<file path="src/cit_pkg.sv">
package cit_pkg;

    localparam int DEG_W   = 24;
    localparam int PULSE_W = 20;
    localparam int AR_W    = DEG_W + 2;
    localparam int PROD_W  = 2 * AR_W;
    localparam int DIV_CW  = $clog2(PROD_W);

    localparam logic [1:0] OP_WRITE = 2'd0;
    localparam logic [1:0] OP_D2P   = 2'd1;
    localparam logic [1:0] OP_P2D   = 2'd2;

    localparam logic [1:0] ST_OK    = 2'd0;
    localparam logic [1:0] ST_FULL  = 2'd1;
    localparam logic [1:0] ST_FEW   = 2'd2;
    localparam logic [1:0] ST_RANGE = 2'd3;

    localparam logic [1:0] CFG_CENTER = 2'd0;
    localparam logic [1:0] CFG_MIN    = 2'd1;
    localparam logic [1:0] CFG_MAX    = 2'd2;

    localparam logic [PULSE_W-1:0] CENTER_RST = 20'd384000;
    localparam logic [PULSE_W-1:0] MIN_RST    = 20'd128000;
    localparam logic [PULSE_W-1:0] MAX_RST    = 20'd640000;

    typedef struct packed {
        logic [1:0]               opcode;
        logic                     table_select;
        logic signed [DEG_W-1:0]  point_deg;
        logic [PULSE_W-1:0]       point_pulse;
    } cit_in_t;

    typedef struct packed {
        logic [1:0]               status;
        logic [PULSE_W-1:0]       result_pulse;
        logic signed [DEG_W-1:0]  result_deg;
    } cit_out_t;

    typedef struct packed {
        logic signed [DEG_W-1:0]  fd;
        logic [PULSE_W-1:0]       fp;
        logic signed [DEG_W-1:0]  rd;
        logic [PULSE_W-1:0]       rp;
    } entry_t;

    typedef struct packed {
        logic                     found;
        logic signed [DEG_W-1:0]  d0;
        logic signed [DEG_W-1:0]  d1;
        logic [PULSE_W-1:0]       p0;
        logic [PULSE_W-1:0]       p1;
    } pkt_t;

    typedef enum logic [1:0] {
        WR_NONE,
        WR_UPD,
        WR_INS
    } wr_mode_t;

    typedef struct packed {
        wr_mode_t                 wr_mode;
        logic                     rev;
        logic                     walk;
        logic                     q_pulse;
        logic signed [DEG_W-1:0]  deg;
        logic [PULSE_W-1:0]       pulse;
    } cmd_t;

    typedef enum logic [2:0] {
        S_IDLE,
        S_EXEC,
        S_WALK,
        S_PICK,
        S_MUL,
        S_DSTART,
        S_DWAIT,
        S_OUT
    } state_t;

    function automatic logic signed [AR_W-1:0] ext_d(input logic signed [DEG_W-1:0] d);
        ext_d = $signed({{(AR_W - DEG_W){d[DEG_W-1]}}, d});
    endfunction

    function automatic logic signed [AR_W-1:0] ext_p(input logic [PULSE_W-1:0] p);
        ext_p = $signed({{(AR_W - PULSE_W){1'b0}}, p});
    endfunction

endpackage

</file>
<file path="src/cit_cell.sv">
module cit_cell #(
    parameter int TABLE_DEPTH = 32,
    parameter int IDX = 0
) (
    input  logic                                 clk,
    input  cit_pkg::cmd_t                        cmd,
    input  logic [$clog2(TABLE_DEPTH+1)-1:0]     cnt,
    input  cit_pkg::entry_t                      left_ent,
    input  cit_pkg::entry_t                      right_ent,
    input  logic                                 left_gt,
    output cit_pkg::entry_t                      ent,
    output logic                                 gt,
    output logic                                 eq,
    input  cit_pkg::pkt_t                        a_in,
    input  cit_pkg::pkt_t                        b_in,
    input  cit_pkg::pkt_t                        l_in,
    output cit_pkg::pkt_t                        a_out,
    output cit_pkg::pkt_t                        b_out,
    output cit_pkg::pkt_t                        l_out
);
    import cit_pkg::*;

    localparam int CW = $clog2(TABLE_DEPTH + 1);

    entry_t ent_reg, ent_next;
    pkt_t   a_reg, a_next, b_reg, b_next, l_reg, l_next, own;

    logic signed [DEG_W-1:0] my_d, nb_d, ld, new_d;
    logic [PULSE_W-1:0]      my_p, nb_p, lp, new_p;
    logic valid, seg_ok, is_last, ha, hb;

    always_comb
    begin
        my_d = cmd.rev ? ent_reg.rd : ent_reg.fd;
        my_p = cmd.rev ? ent_reg.rp : ent_reg.fp;
        nb_d = cmd.rev ? right_ent.rd : right_ent.fd;
        nb_p = cmd.rev ? right_ent.rp : right_ent.fp;
        ld   = cmd.rev ? left_ent.rd : left_ent.fd;
        lp   = cmd.rev ? left_ent.rp : left_ent.fp;

        valid   = CW'(IDX) < cnt;
        seg_ok  = CW'(IDX + 1) < cnt;
        is_last = CW'(IDX + 1) == cnt;
        gt      = valid && (my_d < cmd.deg);
        eq      = valid && (my_d == cmd.deg);

        new_d = my_d;
        new_p = my_p;
        case (cmd.wr_mode)
            WR_UPD:
            begin
                if (eq)
                begin
                    new_p = cmd.pulse;
                end
            end
            WR_INS:
            begin
                // Entries below the insertion point stay; the first entry at or
                // above it takes the new point, the rest move up by one.
                if (!gt)
                begin
                    if (left_gt)
                    begin
                        new_d = cmd.deg;
                        new_p = cmd.pulse;
                    end
                    else
                    begin
                        new_d = ld;
                        new_p = lp;
                    end
                end
            end
            default:
            begin
            end
        endcase

        ent_next = ent_reg;
        if (cmd.rev)
        begin
            ent_next.rd = new_d;
            ent_next.rp = new_p;
        end
        else
        begin
            ent_next.fd = new_d;
            ent_next.fp = new_p;
        end

        ha = seg_ok && (cmd.q_pulse ? (my_p <= cmd.pulse && cmd.pulse <= nb_p)
                                    : (my_d <= cmd.deg && cmd.deg <= nb_d));
        hb = seg_ok && cmd.q_pulse && (nb_p <= cmd.pulse && cmd.pulse <= my_p);

        own.found = 1'b1;
        own.d0    = my_d;
        own.d1    = nb_d;
        own.p0    = my_p;
        own.p1    = nb_p;

        // Hits flow toward cell zero, so the lowest matching segment wins.
        a_next = a_reg;
        b_next = b_reg;
        l_next = l_reg;
        if (cmd.walk)
        begin
            a_next = ha ? own : a_in;
            b_next = hb ? own : b_in;
            l_next = is_last ? own : l_in;
        end
    end

    always_ff @(posedge clk)
    begin
        ent_reg <= ent_next;
        a_reg   <= a_next;
        b_reg   <= b_next;
        l_reg   <= l_next;
    end

    assign ent   = ent_reg;
    assign a_out = a_reg;
    assign b_out = b_reg;
    assign l_out = l_reg;

endmodule

</file>
<file path="config.mk">
export PLATFORM = sky130hd
export DESIGN_NAME = cit_cell
export DESIGN_NICKNAME = d
export VERILOG_FILES = /design/src/cit_pkg.sv /design/src/cit_cell.sv
export SDC_FILE = /design/constraint.sdc
export NUM_CORES = 1
export LEC_CHECK = 0
export BUFFER_PORTS_ARGS = -buffer_cell sky130_fd_sc_hd__buf_2
export CORE_AREA = 3 3 332 334
export CTS_BUF_LIST = sky130_fd_sc_hd__clkbuf_16
export DETAILED_ROUTE_END_ITERATION = 10
export DIE_AREA = 0 0 335 337
export REMOVE_ABC_BUFFERS = 1
export SLEW_MARGIN = 20
export SYNTH_ARGS = -nofsm -noshare
export SYNTH_HDL_FRONTEND = slang
export SYNTH_SLANG_ARGS = --single-unit
</file>
<file path="constraint.sdc">
create_clock -name clk -period 6.8 [get_ports clk]
set_clock_uncertainty 0.05 [all_clocks]
set_input_delay 1.36 -clock clk [delete_from_list [all_inputs] [get_ports clk]]
set_output_delay 1.36 -clock clk [all_outputs]
set_load 0.1 [all_outputs]
</file>
==> impl_metrics.csv <==
group,metric,value,unit
status,status,"complete, no violations",
place,dp_cells,3808,
clock_tree,htreeDepth,2,
layout,n_fill_cell,11500,
global_route,antenna_found_initial,20,
clock_tree,cts_tree,"done",
power,combPwrFrac,0.375,
layout,area_growth_syn_to_layout,41.4,%
logic_synthesis,synth.ff_latch_count,355,
detailed_routing,num_vias,16400,
layout,multi_input_area,0.00718,mm2
floorplan,core,0.107,mm2
timing,slew_viol_final,0,
global_route,grt_usage,0.155,
layout,layout_common_cells,"851 x buf_2, 355 x edfxtp_1, 189 x nand2_1",
floorplan,ios,857,
worst_setup_path,rr_endpoint,"ent[51]$_DFFE_PN_",
timing,finalSetupViolations,0,
clock_tree,numClockSinks,355,
worst_setup_path,crit_fanout,42,
floorplan,num_rows,120,
clock_tree,clk_latency,0.61,ns
logic_synthesis,async_reset_ff_frac,0,
timing,relSlewSlack,0.333,
detailed_routing,drtIter0Drc,896,
power,p_clk_frac,0.294,
timing,post-route-period-util,0.913,
clock_tree,cts-buffers-inserted,47,
detailed_routing,post-route-drc-count,0,
worst_setup_path,timing.rr.start,"ent[76]$_DFFE_PN_",
worst_hold_path,hold_path_class,"reg2reg",
worst_hold_path,min_delay_path_depth,2,
floorplan,start_util,0.174,
layout,drive_gt1_frac,0.426,
place,gp_congestion,0.853,
clock_tree,clockBufferDepth,3,
clock_tree,path_clk_slew,0.05,ns
power,peakVddDrop,0.195,mV
floorplan,die_h,337,um
worst_setup_path,reg2reg_depth,13,
layout,final_area,0.0264,mm2
timing,max_freq,0.161,GHz
timing,tightest_slew,1.00,ns
worst_setup_path,r2r_slack,2.12,ns
clock_tree,cts_resized,0,
worst_setup_path,start_kind,"input pin",
layout,fin_cells,3900,
logic_synthesis,syn_inst,1597,
global_route,grt_pass1_vias,16500,
worst_setup_path,arrival,4.80,ns
global_route,grt_max_degree,105,
floorplan,fp.dieW,335,um
power,cellLeakagePower,12.3,nW
power,power.density,322,mW/mm2
power,sequentialPowerShare,0.331,
timing,min_period,6.21,ns
global_route,grt.overflow.total,0,
logic_synthesis,yosys_warnings,0,
worst_setup_path,crit_type,"in2out",
global_route,grt_pass1_wl,124,mm
detailed_routing,antenna_left,0,
logic_synthesis,synthFlopType,"edfxtp_1",
detailed_routing,dr.pass1.iters,5,
worst_setup_path,crit_required,5.39,ns
detailed_routing,wirelength,92.4,mm
power,power_switching_share,0.430,
floorplan,dieArea,0.113,mm2
clock_tree,cts_root_buf,"clkbuf_16",
timing,hold_viol_final,0,
worst_hold_path,holdPathEnd,"l_out[79]$_DFFE_PP_",
place,io_buffers,856,
logic_synthesis,ys_seq_area_frac,0.570,
worst_setup_path,worstSetupEndpointType,"output port",
logic_synthesis,syn_area,0.0187,mm2
detailed_routing,avgRoutedWirePerCell,23.7,um
layout,final_common_cell,"buf_2",
place,dp_hpwl,72.9,mm
power,internal_power,0.00485,W
logic_synthesis,syn-mean-instance-area,11.7,um2
logic_synthesis,synth_enable_flop_cells,355,
worst_hold_path,hold_start,"ent[79]$_DFFE_PN_",
layout,nets,3045,
flow_run,drv_cap,0,
place,place_area,0.0249,mm2
power,p_switching,0.00366,W
timing,grt_setup_unrepaired,"no",
layout,seq_area,0.0107,mm2
detailed_routing,vias_per_cell,4.20,
logic_synthesis,ys_types,43,
[timing repair]
action / 4_1_cts / 5_1_grt
buffers inserted: 0 / 1
hold buffers: 0 / 0
endpoints found under the setup margin: 0 / 1
hold endpoints to repair: 0 / 0
[metal layers]
layer  global-route usage  up-vias  routed length, um
li1                     -     7607                  -
met1                0.188     7854              37200
met2                0.260      755              44200
met3               0.0522      145               8360
met4               0.0462       16               2540
met5                    0        -                115
[worst max-delay path, cell delays in order]
cell,delay [ns]
buf_8,0.35
buf_4,0.28
mux2i_1,0.34
inv_1,0.11
ha_1,0.33
nand4_1,0.25
nor4_2,0.36
buf_4,0.20
a21bo_2,0.21
o21ai_1,0.30
nor2_1,0.15
nor3_4,0.17
buf_12,0.16
buf_12,0.17
[power by group through the flow]
stage	Sequential, W	Clock [W]	Combinational [W]
2_1_floorplan	0.00449	0	0.000678
3_3_place_gp	0.00285	0	0.00320
3_5_place_dp	0.00286	0	0.00322
4_1_cts	0.00282	0.00260	0.00322
5_1_grt	0.00284	0.00268	0.00336
6_report	0.00281	0.00250	0.00320
[synthesized netlist by cell type (16+ instances only)]
cell type / number / area, um2
nand2_1: 190 / 713
o311ai_0: 20 / 175
a21oi_1: 80 / 400
a22o_1: 21 / 184
inv_1: 139 / 522
nor2_1: 54 / 203
nand3_1: 24 / 120
mux2_2: 82 / 923
buf_1: 16 / 60.1
mux2i_1: 162 / 1620
o21ai_0: 188 / 941
nand4_1: 19 / 119
edfxtp_1: 355 / 10700
clkbuf_1: 59 / 221
a22oi_1: 20 / 150
ha_1: 90 / 1130
[stage by stage]
stage | setup TNS [ns] | utilization | setup slack [ns] | hold WS (ns) | total power, W
3_3_place_gp | 0 | 0.232 | 0.0767 | 0.652 | 0.00605
5_1_grt | 0 | 0.246 | 0.204 | 0.730 | 0.00888
2_1_floorplan | -171.96 | - | -2.19 | 1.36 | 0.00517
4_1_cts | 0 | 0.246 | 0.109 | 0.679 | 0.00864
6_report | 0 | 0.247 | 0.591 | 0.677 | 0.00851
3_5_place_dp | 0 | 0.232 | 0.116 | 0.664 | 0.00607
[cell type report]
| cell class | instances | share of cell area |
|---|---|---|
| Sequential cell | 355 | 0.403 |
| Multi-Input combinational cell | 1012 | 0.271 |
| Timing Repair Buffer | 900 | 0.181 |
| Tap cell | 1403 | 0.0664 |
| Clock buffer | 49 | 0.0464 |
| Inverter | 139 | 0.0198 |
| Clock inverter | 32 | 0.0107 |
| Antenna cell | 10 | 0.000946 |
[kinds of logic (layout without fill, tap and decap cells)]
group,Yosys count,count (layout),share of synthesized area
buffers and inverters,230,1120,0.0481
other,0,10,0
AND/OR/NAND/NOR,316,316,0.0716
flip-flops,355,355,0.570
multiplexers,247,247,0.138
adder cells (fa/ha/maj),90,90,0.0602
AO/OA/AOI/OAI,359,359,0.112
[worst max path at each step]
stage             from                  end  depth (start not counted)
5_1_grt        cmd[46]                   gt                         14
3_3_place_gp   cmd[46]                   gt                         13
6_report       cmd[46]                   gt                         14
4_1_cts        cmd[46]                   gt                         13
3_5_place_dp   cmd[46]                   gt                         13
2_1_floorplan  cmd[46]  b_out[20]$_DFFE_PP_                          9
(Power assumes the default switching activity.)
