File: src/cit_pkg.sv
package cit_pkg;

    localparam int DEG_W   = 24;
    localparam int PULSE_W = 20;
    localparam int AR_W    = DEG_W + 2;
    localparam int PROD_W  = 2 * AR_W;
    localparam int DIV_CW  = $clog2(PROD_W);

    localparam logic [1:0] OP_WRITE = 2'd0;
    localparam logic [1:0] OP_D2P   = 2'd1;
    localparam logic [1:0] OP_P2D   = 2'd2;

    localparam logic [1:0] ST_OK    = 2'd0;
    localparam logic [1:0] ST_FULL  = 2'd1;
    localparam logic [1:0] ST_FEW   = 2'd2;
    localparam logic [1:0] ST_RANGE = 2'd3;

    localparam logic [1:0] CFG_CENTER = 2'd0;
    localparam logic [1:0] CFG_MIN    = 2'd1;
    localparam logic [1:0] CFG_MAX    = 2'd2;

    localparam logic [PULSE_W-1:0] CENTER_RST = 20'd384000;
    localparam logic [PULSE_W-1:0] MIN_RST    = 20'd128000;
    localparam logic [PULSE_W-1:0] MAX_RST    = 20'd640000;

    typedef struct packed {
        logic [1:0]               opcode;
        logic                     table_select;
        logic signed [DEG_W-1:0]  point_deg;
        logic [PULSE_W-1:0]       point_pulse;
    } cit_in_t;

    typedef struct packed {
        logic [1:0]               status;
        logic [PULSE_W-1:0]       result_pulse;
        logic signed [DEG_W-1:0]  result_deg;
    } cit_out_t;

    typedef struct packed {
        logic signed [DEG_W-1:0]  fd;
        logic [PULSE_W-1:0]       fp;
        logic signed [DEG_W-1:0]  rd;
        logic [PULSE_W-1:0]       rp;
    } entry_t;

    typedef struct packed {
        logic                     found;
        logic signed [DEG_W-1:0]  d0;
        logic signed [DEG_W-1:0]  d1;
        logic [PULSE_W-1:0]       p0;
        logic [PULSE_W-1:0]       p1;
    } pkt_t;

    typedef enum logic [1:0] {
        WR_NONE,
        WR_UPD,
        WR_INS
    } wr_mode_t;

    typedef struct packed {
        wr_mode_t                 wr_mode;
        logic                     rev;
        logic                     walk;
        logic                     q_pulse;
        logic signed [DEG_W-1:0]  deg;
        logic [PULSE_W-1:0]       pulse;
    } cmd_t;

    typedef enum logic [2:0] {
        S_IDLE,
        S_EXEC,
        S_WALK,
        S_PICK,
        S_MUL,
        S_DSTART,
        S_DWAIT,
        S_OUT
    } state_t;

    function automatic logic signed [AR_W-1:0] ext_d(input logic signed [DEG_W-1:0] d);
        ext_d = $signed({{(AR_W - DEG_W){d[DEG_W-1]}}, d});
    endfunction

    function automatic logic signed [AR_W-1:0] ext_p(input logic [PULSE_W-1:0] p);
        ext_p = $signed({{(AR_W - PULSE_W){1'b0}}, p});
    endfunction

endpackage

File: src/cit_div.sv
module cit_div (
    input  logic                          clk,
    input  logic                          rst_n,
    input  logic                          start,
    input  logic [cit_pkg::PROD_W-1:0]    dvd,
    input  logic [cit_pkg::AR_W-1:0]      dvs,
    output logic                          done,
    output logic [cit_pkg::AR_W-1:0]      quo
);
    import cit_pkg::*;

    logic                run_reg, run_next, done_reg, done_next;
    logic [DIV_CW-1:0]   step_reg, step_next;
    logic [AR_W-1:0]     rem_reg, rem_next, dvs_reg, dvs_next;
    logic [PROD_W-1:0]   q_reg, q_next;
    logic [AR_W:0]       trial;

    always_comb
    begin
        run_next  = run_reg;
        done_next = 1'b0;
        step_next = step_reg;
        rem_next  = rem_reg;
        dvs_next  = dvs_reg;
        q_next    = q_reg;
        trial     = {rem_reg, q_reg[PROD_W-1]};
        if (start)
        begin
            run_next  = 1'b1;
            step_next = '0;
            rem_next  = '0;
            dvs_next  = dvs;
            q_next    = dvd;
        end
        else if (run_reg)
        begin
            // One quotient bit per cycle, restoring form.
            if (trial >= {1'b0, dvs_reg})
            begin
                rem_next = AR_W'(trial - {1'b0, dvs_reg});
                q_next   = {q_reg[PROD_W-2:0], 1'b1};
            end
            else
            begin
                rem_next = trial[AR_W-1:0];
                q_next   = {q_reg[PROD_W-2:0], 1'b0};
            end
            step_next = step_reg + DIV_CW'(1);
            if (step_reg == DIV_CW'(PROD_W - 1))
            begin
                run_next  = 1'b0;
                done_next = 1'b1;
            end
        end
    end

    always_ff @(posedge clk or negedge rst_n)
    begin
        if (!rst_n)
        begin
            run_reg  <= 1'b0;
            done_reg <= 1'b0;
            step_reg <= '0;
        end
        else
        begin
            run_reg  <= run_next;
            done_reg <= done_next;
            step_reg <= step_next;
        end
    end

    always_ff @(posedge clk)
    begin
        rem_reg <= rem_next;
        dvs_reg <= dvs_next;
        q_reg   <= q_next;
    end

    assign done = done_reg;
    assign quo  = q_reg[AR_W-1:0];

endmodule

File: config.mk
export PLATFORM = sky130hd
export DESIGN_NAME = cit_div
export DESIGN_NICKNAME = d
export VERILOG_FILES = /design/src/cit_pkg.sv /design/src/cit_div.sv
export SDC_FILE = /design/constraint.sdc
export NUM_CORES = 1
export LEC_CHECK = 0
export BUFFER_PORTS_ARGS = -buffer_cell sky130_fd_sc_hd__buf_4
export CAP_MARGIN = 10
export CELL_PAD_IN_SITES_DETAIL_PLACEMENT = 1
export CELL_PAD_IN_SITES_GLOBAL_PLACEMENT = 2
export CORE_MARGIN = 3
export CORE_UTILIZATION = 39
export DETAILED_ROUTE_END_ITERATION = 8
export MAX_ROUTING_LAYER = met4
export PLACE_DENSITY_LB_ADDON = 0.1
export SYNTH_ARGS = -nofsm -noshare
export SYNTH_HDL_FRONTEND = slang
export SYNTH_SLANG_ARGS = --single-unit
File: constraint.sdc
create_clock -name clk -period 5.2 [get_ports clk]
set_clock_uncertainty 0.15 [all_clocks]
set_input_delay 0 -clock clk [delete_from_list [all_inputs] [get_ports clk]]
set_output_delay 0 -clock clk [all_outputs]
set_load 0.01 [all_outputs]
==> results of run 1 <==
-- path summary, 6_finish.rpt --
path | end | cells after the start
setup / recovery | rem_reg[22]$_SDFFE_PP0P_ | 12
hold / removal | step_reg[4]$_DFFE_PN0P_ | 2
setup reg to reg | rem_reg[22]$_SDFFE_PP0P_ | 12
hold reg to reg | rem_reg[7]$_SDFFE_PP0P_ | 2
max in group asynchronous | step_reg[2]$_DFFE_PN0P_ | 3
min in group asynchronous | step_reg[1]$_DFFE_PN0P_ | 3
-- layout make-up --
cell class	count	area [um^2]
fill	1671	7340
sequential	112	3060
multi-input combinational	366	2720
timing repair buffer	191	1630
tap	211	264
clock buffer	9	225
inverter	33	124
clock inverter	7	62.6
-- power breakdown --
group	internal (mW)	leakage (nW)	switching, mW
combinational	0.182	2.22	0.138
sequential	1.02	1.12	0.0269
clock	0.337	0.138	0.359
total	1.54	3.48	0.524
-- layer usage --
layer | global-route usage | up-vias | wire (um)
met5 | - | - | 0
met4 | 0.0433 | 0 | 194
met3 | 0.0500 | 17 | 696
met2 | 0.316 | 102 | 7600
met1 | 0.223 | 2250 | 6800
li1 | - | 2315 | -
-- worst max-delay path: cells and delay by family, from the launching register on --
kind	cells	cell delay [ns]
simple gates	1	0.11
fa+ha+maj	2	0.57
xor+xnor	1	0.09
flops	1	0.40
buf+inv	2	0.13
compound gates	6	1.59
-- through the flow --
| step | setup WS [ns] | hold slack, ns | area [um^2] |
|---|---|---|---|
| final | 2.04 | 0.100 | 8090 |
| after CTS | 2.02 | 0.0988 | 8090 |
| after floorplan | 2.39 | -0.446 | 6230 |
| after global placement | 2.11 | -0.328 | 7000 |
| after global routing | 1.80 | 0.136 | 8090 |
| after detailed placement | 2.06 | -0.325 | 7000 |
-- kinds of logic after synthesis --
group	count (synthesis)	share of synthesized area
multiplexers	62	0.110
buffers and inverters	90	0.0723
adder cells (fa/ha/maj)	28	0.0575
AO/OA/AOI/OAI	114	0.127
flip-flops	112	0.492
AND/OR/NAND/NOR	135	0.103
XOR/XNOR	27	0.0380
-- layout by cell type, fill, tap and decap left out, types with 13 or more instances in the layout --
cell type      synthesis  final
a21oi_1               35     35
ha_1                  27     27
buf_4                 26    111
dfxtp_1               26     26
xnor2_1               13     13
nand2_1               29     29
inv_1                 33     32
edfxtp_1              78     78
dlygate4sd3_1          0     80
mux2_2                52     52
a211oi_1              19     19
xor2_1                14     14
o21ai_0               15     15
nor2_1                55     55
-- timing repair --
| action | in CTS | in global routing |
|---|---|---|
| hold endpoints to repair | 86 | 0 |
| hold buffers | 80 | 0 |
| buffers inserted | 0 | 0 |
==> flow_summary.ini, run 1 <==
[outcome]
status = finished, final reports clean

[timing]
finalCritPeriodShare = 0.609
maxSlewViolCount = 0
setup_viol = 0
fmax_mhz = 316
tns_ns = 0
max_slew.worst_pin.slew_ns = 1.11
hold_viol = 0
rsz0062_at_grt = no
slew_headroom = 0.261
min_period_ns = 3.16

[cells_and_area]
final_net_count = 822
final_util = 0.524
instances_no_fill = 929
syn_to_final_growth_pct = 29.9
largest_register_ffs = 52
layout-drive-gt1-share = 0.265
diodes = 0

[floorplan]
core_um2 = 15400
die_area_um2 = 17500
num_rows = 45
die_h_um = 132
initial_utilization = 0.404
io_pins = 108
fp.dieW_um = 132

[grt]
grt_max_degree = 75
antenna_found_initial = 0
grt_use_total = 0.186
grt_pass1_wl_um = 26000
globalRouteOverflowTotal = 0
first_global_vias = 5294

[pwr]
p_leak_nw = 3.48
ir_drop_mv = 0.191
power_mw = 2.07
p_per_area_nw_per_um2 = 256

[critical_path]
required_ns = 5.30
slowest_stage = fa_1
worstSetupPathType = flop to flop
startpoint_type = flop
arrival_ns = 3.27
cp_max_fo = 5
worstSetupEndpointType = flop
crit_chain = inv_1, ha_1, inv_1, fa_1, a21o_1, a221oi_4, o21bai_2, a211oi_2, nor4_1, a211oi_2, xnor2_1, a211o_1
r2r_slack_ns = 2.04
critPathLaunch = q_reg[51]$_DFFE_PP_
r2r_start = q_reg[51]$_DFFE_PP_
cp_slowest_stage_delay_ns = 0.41

[yosys]
synth_cell_types = 55
synth_fp_nets = 677
synth-seq-area-share = 0.492
ys_async_sr_fraction = 0.0714
synth_cells = 568
avgSynthCellArea_um2 = 11.0
syn_area_um2 = 6230
synthTopCellsByCount = edfxtp_1 (78), nor2_1 (55), mux2_2 (52), a21oi_1 (35), inv_1 (33)
yosysWarningCount = 0
synth_top_cell_area_share = 0.376
synth_area_leaders = edfxtp_1 (38%), mux2_2 (9.4%), dfxtp_1 (8.4%)
yosys_most_used_dff = edfxtp_1
synth-edff-count = 78
ys_ff_latch = 112
synthMostInstantiatedCell = edfxtp_1
synth_area_leader_cell = edfxtp_1

[drt]
avgRoutedWirePerCell_um = 16.5
via_per_inst = 5.04
drt_iter0_drc = 215
drtAntennaViolNets = 0
drcViolationCount = 0
via_count = 4684
firstDrtPassIters = 4
routed_wl_um = 15300

[clock_tree]
cts_buffer_depth = 2
clkLatencyLatePin_ns = 0.36
htree_levels = 3
cts_resized = 0
clk_pin_slew_ns = 0.08
cts_root_buf = clkbuf_16
cts_made_buffers = 9
cts.sinks = 112
cts_tree = yes

[min_path]
worstHoldStart = start
min_path_type = input pin to flop

[placed_design]
dp_hpwl_um = 9960
portBuffers = 107
place_inst = 833
place_congestion = 0.865

[run]
maxCapViolCount = 0
Power figures use the tool's default switching activity.
==> inputs of run 2 (changes only) <==
- CORE_UTILIZATION: 39 -> 37
- clock period: 5.2 -> 3.2 ns (I/O delays scaled with it)
==> run 2 against run 1 <==
  * Non-clock buffer count is 11 higher
  * Cell count is 1.7% higher
  * Fmax grew 4.7%
  * Setup slack lost 1.9 ns
  * Worst hold slack better by 0.10 ns
  * Register-to-register slack worse by 1.9 ns
  * Clock power is 62% higher
  * Final area up 1.5%
  * First-iteration DRC count is 17% lower
  * Power grew 63%
  * Count of clock-buffer cells in the layout unchanged
  * Largest cell class unchanged
==> flow_summary.ini, run 2 (synthesis gave the netlist of run 1 again) <==
[critical_path]
r2r_slack_ns = 0.18
worstSetupPathType = flop to flop
cp_slowest_stage_delay_ns = 0.41
cp_max_fo = 4
r2r_start = q_reg[51]$_DFFE_PP_
slowest_stage = edfxtp_1
required_ns = 3.31
arrival_ns = 3.13
crit_chain = inv_1, ha_1, inv_1, fa_2, a21o_1, a221oi_4, o21bai_2, a211oi_2, nor4_1, a211oi_2, xnor2_1, a211o_1
rr_endpoint = rem_reg[22]$_SDFFE_PP0P_
worstSetupEndpointType = flop
worst-r2r-cell-count = 12
startpoint_type = flop

[clock_tree]
cts_buffer_depth = 2
clk_pin_slew_ns = 0.08
cts_made_buffers = 9
cts.sinks = 112
cts_root_buf = clkbuf_16
htree_levels = 3
clkLatencyLatePin_ns = 0.36
cts_tree = yes

[floorplan]
initial_utilization = 0.385
io_pins = 108
fp.dieW_um = 136
num_rows = 46
core_um2 = 16200
die_h_um = 136
die_area_um2 = 18400

[cells_and_area]
fill_cells = 1725
final_common_cell = buf_4
final_util = 0.508
syn_to_final_growth_pct = 31.8
final_cell_mix = buf_4 (119), dlygate4sd3_1 (81), edfxtp_1 (78), nor2_1 (55), mux2_2 (52)
layout-drive-gt1-share = 0.276
instances_no_fill = 945
diodes = 0
final_net_count = 833
largest_register_ffs = 52

[grt]
first_global_vias = 5321
grt_pass1_wl_um = 27000
antenna_found_initial = 0
globalRouteOverflowTotal = 0
grt_max_degree = 82
grt_use_total = 0.188

[pwr]
p_leak_nw = 3.54
ir_drop_mv = 0.259
p_per_area_nw_per_um2 = 409

[timing]
slew_headroom = 0.602
fin_ws_ns = 0.177
finalCritPeriodShare = 0.945
max_slew.worst_pin.slew_ns = 0.596
hold_viol = 0
maxSlewViolCount = 0
min_period_ns = 3.02
tns_ns = 0
rsz0062_at_grt = yes
setup_viol = 0
fmax_mhz = 331

[min_path]
whs_path_depth = 2
min_to = dvs_reg[21]$_DFFE_PP_
min_path_type = input pin to flop
worstHoldStart = dvs[21]

[drt]
avgRoutedWirePerCell_um = 16.9
drcViolationCount = 0
m1WireLength_um = 7140
route.met2.wl_um = 7980
routed.top_layer = met4
drt_iter0_drc = 179
via_count = 4770
via_per_inst = 5.05
drtAntennaViolNets = 0
firstDrtPassIters = 4
routed_wl_um = 16000
dr_wl_met3_um = 635

[placed_design]
place_inst = 844
portBuffers = 107
dp_hpwl_um = 10300
place_congestion = 0.825
place_ws_ns = 0.0193

[outcome]
status = finished, final reports clean

[run]
maxCapViolCount = 0
## run 2: changes by cell type in the layout (fill, tap and decap cells not counted), sizes merged
cell	change
clkinvlp	-1
clkinv	+2
dlygate4sd3	+1
buf	+10
inv	-1
## run 2: layer usage
layer  track usage  up-vias
li1              -     2334
met1         0.226     2327
met2         0.322       92
met3        0.0394       17
met4        0.0510        0
met5             -        -
## run 2: how the worst max path moves through the flow
stage	startpoint	endpoint	slack (ns)
2_1_floorplan	q_reg[51]$_DFFE_PP_	rem_reg[24]$_SDFFE_PP0P_	0.39
3_3_place_gp	q_reg[51]$_DFFE_PP_	rem_reg[22]$_SDFFE_PP0P_	0.14
3_5_place_dp	dvs_reg[4]$_DFFE_PP_	rem_reg[4]$_SDFFE_PP0P_	0.02
4_1_cts	dvs_reg[4]$_DFFE_PP_	rem_reg[4]$_SDFFE_PP0P_	0.007
5_1_grt	q_reg[51]$_DFFE_PP_	rem_reg[24]$_SDFFE_PP0P_	-0.01
6_report	q_reg[51]$_DFFE_PP_	rem_reg[22]$_SDFFE_PP0P_	0.18
## run 2: power by group
group	switching (mW)	internal [mW]	total [mW]
combinational	0.226	0.300	0.526
sequential	0.0467	1.66	1.71
clock	0.580	0.546	1.13
## run 2: final cells by class
type,instances,area [um^2],area share
flip-flops and latches,112,3060,0.373
multi-input cells,366,2720,0.331
repair buffers,202,1740,0.212
well taps,216,270,0.0329
clock buffers,9,225,0.0274
inverters,33,124,0.0151
clock inverters,7,63.8,0.00777
## run 2: through the flow
stage | hold WS, ns | total power, mW | area [um^2]
CTS | 0.189 | 3.41 | 8180
finish | 0.205 | 3.36 | 8210
floorplan | -0.446 | 2.02 | 6230
global placement | -0.328 | 2.16 | 7080
detailed placement | -0.327 | 2.18 | 7080
global route | 0.195 | 3.52 | 8210
## run 2: what timing repair did
action	4_1_cts	5_1_grt
resized for setup	0	2
setup buffers	0	4
hold endpoints to repair	105	0
hold buffers	81	0
setup endpoints to repair	0	22
## run 2: critical path, delay by kind of cell (launching register included)
kind	cells	cell delay, ns
buffers and inverters	2	0.12
AO/OA/AOI/OAI	6	1.54
AND/OR/NAND/NOR	1	0.11
XOR/XNOR	1	0.09
adder cells (fa/ha/maj)	2	0.49
flip-flops	1	0.41
==> inputs of run 3 (changes only) <==
--- a/config.mk
+++ b/config.mk
@@ -15,3 +15,3 @@
 export MAX_ROUTING_LAYER = met4
-export PLACE_DENSITY_LB_ADDON = 0.1
+export PLACE_DENSITY = 0.92
 export SYNTH_ARGS = -nofsm -noshare
--- a/constraint.sdc
+++ b/constraint.sdc
@@ -4,2 +4,2 @@
 set_output_delay 0 -clock clk [all_outputs]
-set_load 0.01 [all_outputs]
+set_load 0.02 [all_outputs]
==> run 3 against run 2 <==
  * Cell count did not move
  * Wire length grew 8.3%
  * Final area is 0.24% higher
  * Count of clock-buffer cells in the layout stayed put
  * Sequential power barely moved
  * Register-to-register slack got worse by 0.08 ns
  * Setup slack worse by 0.075 ns
  * Global-route usage rose by 1.0 points
  * Combinational power rose by 10%
  * Fmax decreased by 2.4%
  * Worst hold slack better by 0.0015 ns
  * Die area unchanged
  * Critical endpoint is now rem_reg[24]$_SDFFE_PP0P_
  * Largest power group unchanged
==> flow_summary.ini, run 3 (synthesis gave the netlist of run 1 again) <==
[cells_and_area]
largest_register_ffs = 52
layout-drive-gt1-share = 0.280
final_net_count = 832
syn_to_final_growth_pct = 32.2
final_common_cell = buf_4
final_cell_mix = buf_4 (118), dlygate4sd3_1 (81), edfxtp_1 (78), nor2_1 (55), mux2_2 (52)

[pwr]
combinationalPowerShare = 0.167
swShare = 0.270
ir_drop_mv = 0.315
p_sw_uw = 938
p_per_area_nw_per_um2 = 422
internal_power_mw = 2.53
pwr-share-seq = 0.494
p_leak_nw = 3.54
pwr-share-clk = 0.339

[critical_path]
r2r_slack_ns = 0.10
worstSetupEndpointType = flop
arrival_ns = 3.21
cp_max_fo = 5
worst-r2r-cell-count = 12
cp_top_family = compound AO/OA/AOI/OAI gates
required_ns = 3.31
slowest_stage = a221oi_4
crit_chain = inv_1, ha_2, inv_2, fa_2, a21o_1, a221oi_4, nor3b_2, a311o_1, a211o_1, a21oi_2, xor2_1, o21ai_1
startpoint_type = flop
rr_endpoint = rem_reg[24]$_SDFFE_PP0P_
r2r_start = q_reg[51]$_DFFE_PP_
path_buf_inv = 2
worstSetupPathType = flop to flop
cp_slowest_stage_delay_ns = 0.43

[drt]
via_count = 4805
drt_iter0_drc = 272
drtAntennaViolNets = 0
drcViolationCount = 0
avgRoutedWirePerCell_um = 18.3
routed_wl_um = 17300
firstDrtPassIters = 4
via_per_inst = 5.08

[floorplan]
core_um2 = 16200
io_pins = 108
die_h_um = 136
initial_utilization = 0.385
fp.dieW_um = 136
num_rows = 46
die_area_um2 = 18400

[placed_design]
portBuffers = 107
place_ws_ns = 0.0969
place_congestion = 0.841
dp_hpwl_um = 10400

[clock_tree]
clkLatencyLatePin_ns = 0.37
cts.sinks = 112
htree_levels = 3
clk_pin_slew_ns = 0.08
cts_tree = yes
cts_made_buffers = 9
cts_root_buf = clkbuf_16
cts_buffer_depth = 2

[min_path]
worstHoldStart = dvs[22]
min_to = dvs_reg[22]$_DFFE_PP_
min_path_type = input pin to flop
whs_path_depth = 2

[timing]
max_slew.worst_pin.slew_ns = 1.12
setup_viol = 0
hold_viol = 0
fin_ws_ns = 0.102
finalCritPeriodShare = 0.968
fmax_mhz = 323
min_period_ns = 3.10
maxSlewViolCount = 0
tns_ns = 0
slew_headroom = 0.251
rsz0062_at_grt = yes

[grt]
antenna_found_initial = 1
globalRouteOverflowTotal = 0
grt_max_degree = 64
grt_use_total = 0.199
first_global_vias = 5290
grt_pass1_wl_um = 28000

[outcome]
status = finished, final reports clean

[run]
maxCapViolCount = 0
==> run 3: cell type report <==
type	count	area, um^2
fill	1731	7940
sequential	112	3060
multi-input combinational	366	2740
timing repair buffer	201	1730
tap	216	270
clock buffer	9	225
inverter	33	124
clock inverter	7	82.6
antenna	1	2.50
==> run 3: what timing repair did <==
item | in CTS | in global routing
resized for setup | 0 | 7
buffers inserted | 0 | 4
setup endpoints to repair | 0 | 3
hold endpoints to repair | 94 | 0
hold buffers | 81 | 0
==> run 3: worst register-to-register path, delay by kind of cell, from the launching register on <==
kind | cells | cell delay [ns]
AO/OA/AOI/OAI | 6 | 1.51
flip-flops | 1 | 0.40
adder cells (fa/ha/maj) | 2 | 0.54
buffers and inverters | 2 | 0.13
XOR/XNOR | 1 | 0.18
AND/OR/NAND/NOR | 1 | 0.10
==> run 3: stage by stage <==
| step | utilization | total power [mW] | std cells | instance area (um^2) | hold WS, ns |
|---|---|---|---|---|---|
| after CTS | 0.505 | 3.46 | 940 | 8170 | 0.191 |
| after global routing | 0.509 | 3.61 | 945 | 8230 | 0.203 |
| after detailed placement | 0.436 | 2.21 | 843 | 7060 | -0.326 |
| after global placement | 0.436 | 2.19 | 843 | 7060 | -0.328 |
| final | 0.509 | 3.47 | 945 | 8230 | 0.206 |
| after floorplan | - | 2.05 | 568 | 6230 | -0.446 |
==> run 3: power by group through the flow <==
stage	logic [mW]	clock network, mW	registers, mW
global placement	0.457	0	1.74
detailed placement	0.471	0	1.74
finish	0.579	1.18	1.72
CTS	0.556	1.19	1.71
floorplan	0.325	0	1.72
global route	0.625	1.26	1.73
==> run 3: worst max path at each step <==
stage	from	endpoint	slack (ns)	cells past startpoint
3_3_place_gp	q_reg[51]$_DFFE_PP_	rem_reg[22]$_SDFFE_PP0P_	0.16	12
3_5_place_dp	q_reg[51]$_DFFE_PP_	rem_reg[22]$_SDFFE_PP0P_	0.1	12
5_1_grt	q_reg[51]$_DFFE_PP_	rem_reg[24]$_SDFFE_PP0P_	-0.03	12
2_1_floorplan	q_reg[51]$_DFFE_PP_	rem_reg[24]$_SDFFE_PP0P_	0.39	12
6_report	q_reg[51]$_DFFE_PP_	rem_reg[24]$_SDFFE_PP0P_	0.10	12
4_1_cts	q_reg[51]$_DFFE_PP_	rem_reg[24]$_SDFFE_PP0P_	0.05	12
==> run 3: layer usage <==
metal / GRT usage / wire, um / vias up
li1: - / - / 2335
met1: 0.237 / 7520 / 2329
met2: 0.341 / 8750 / 119
met3: 0.0483 / 777 / 22
met4: 0.0454 / 274 / 0
met5: - / 0 / -
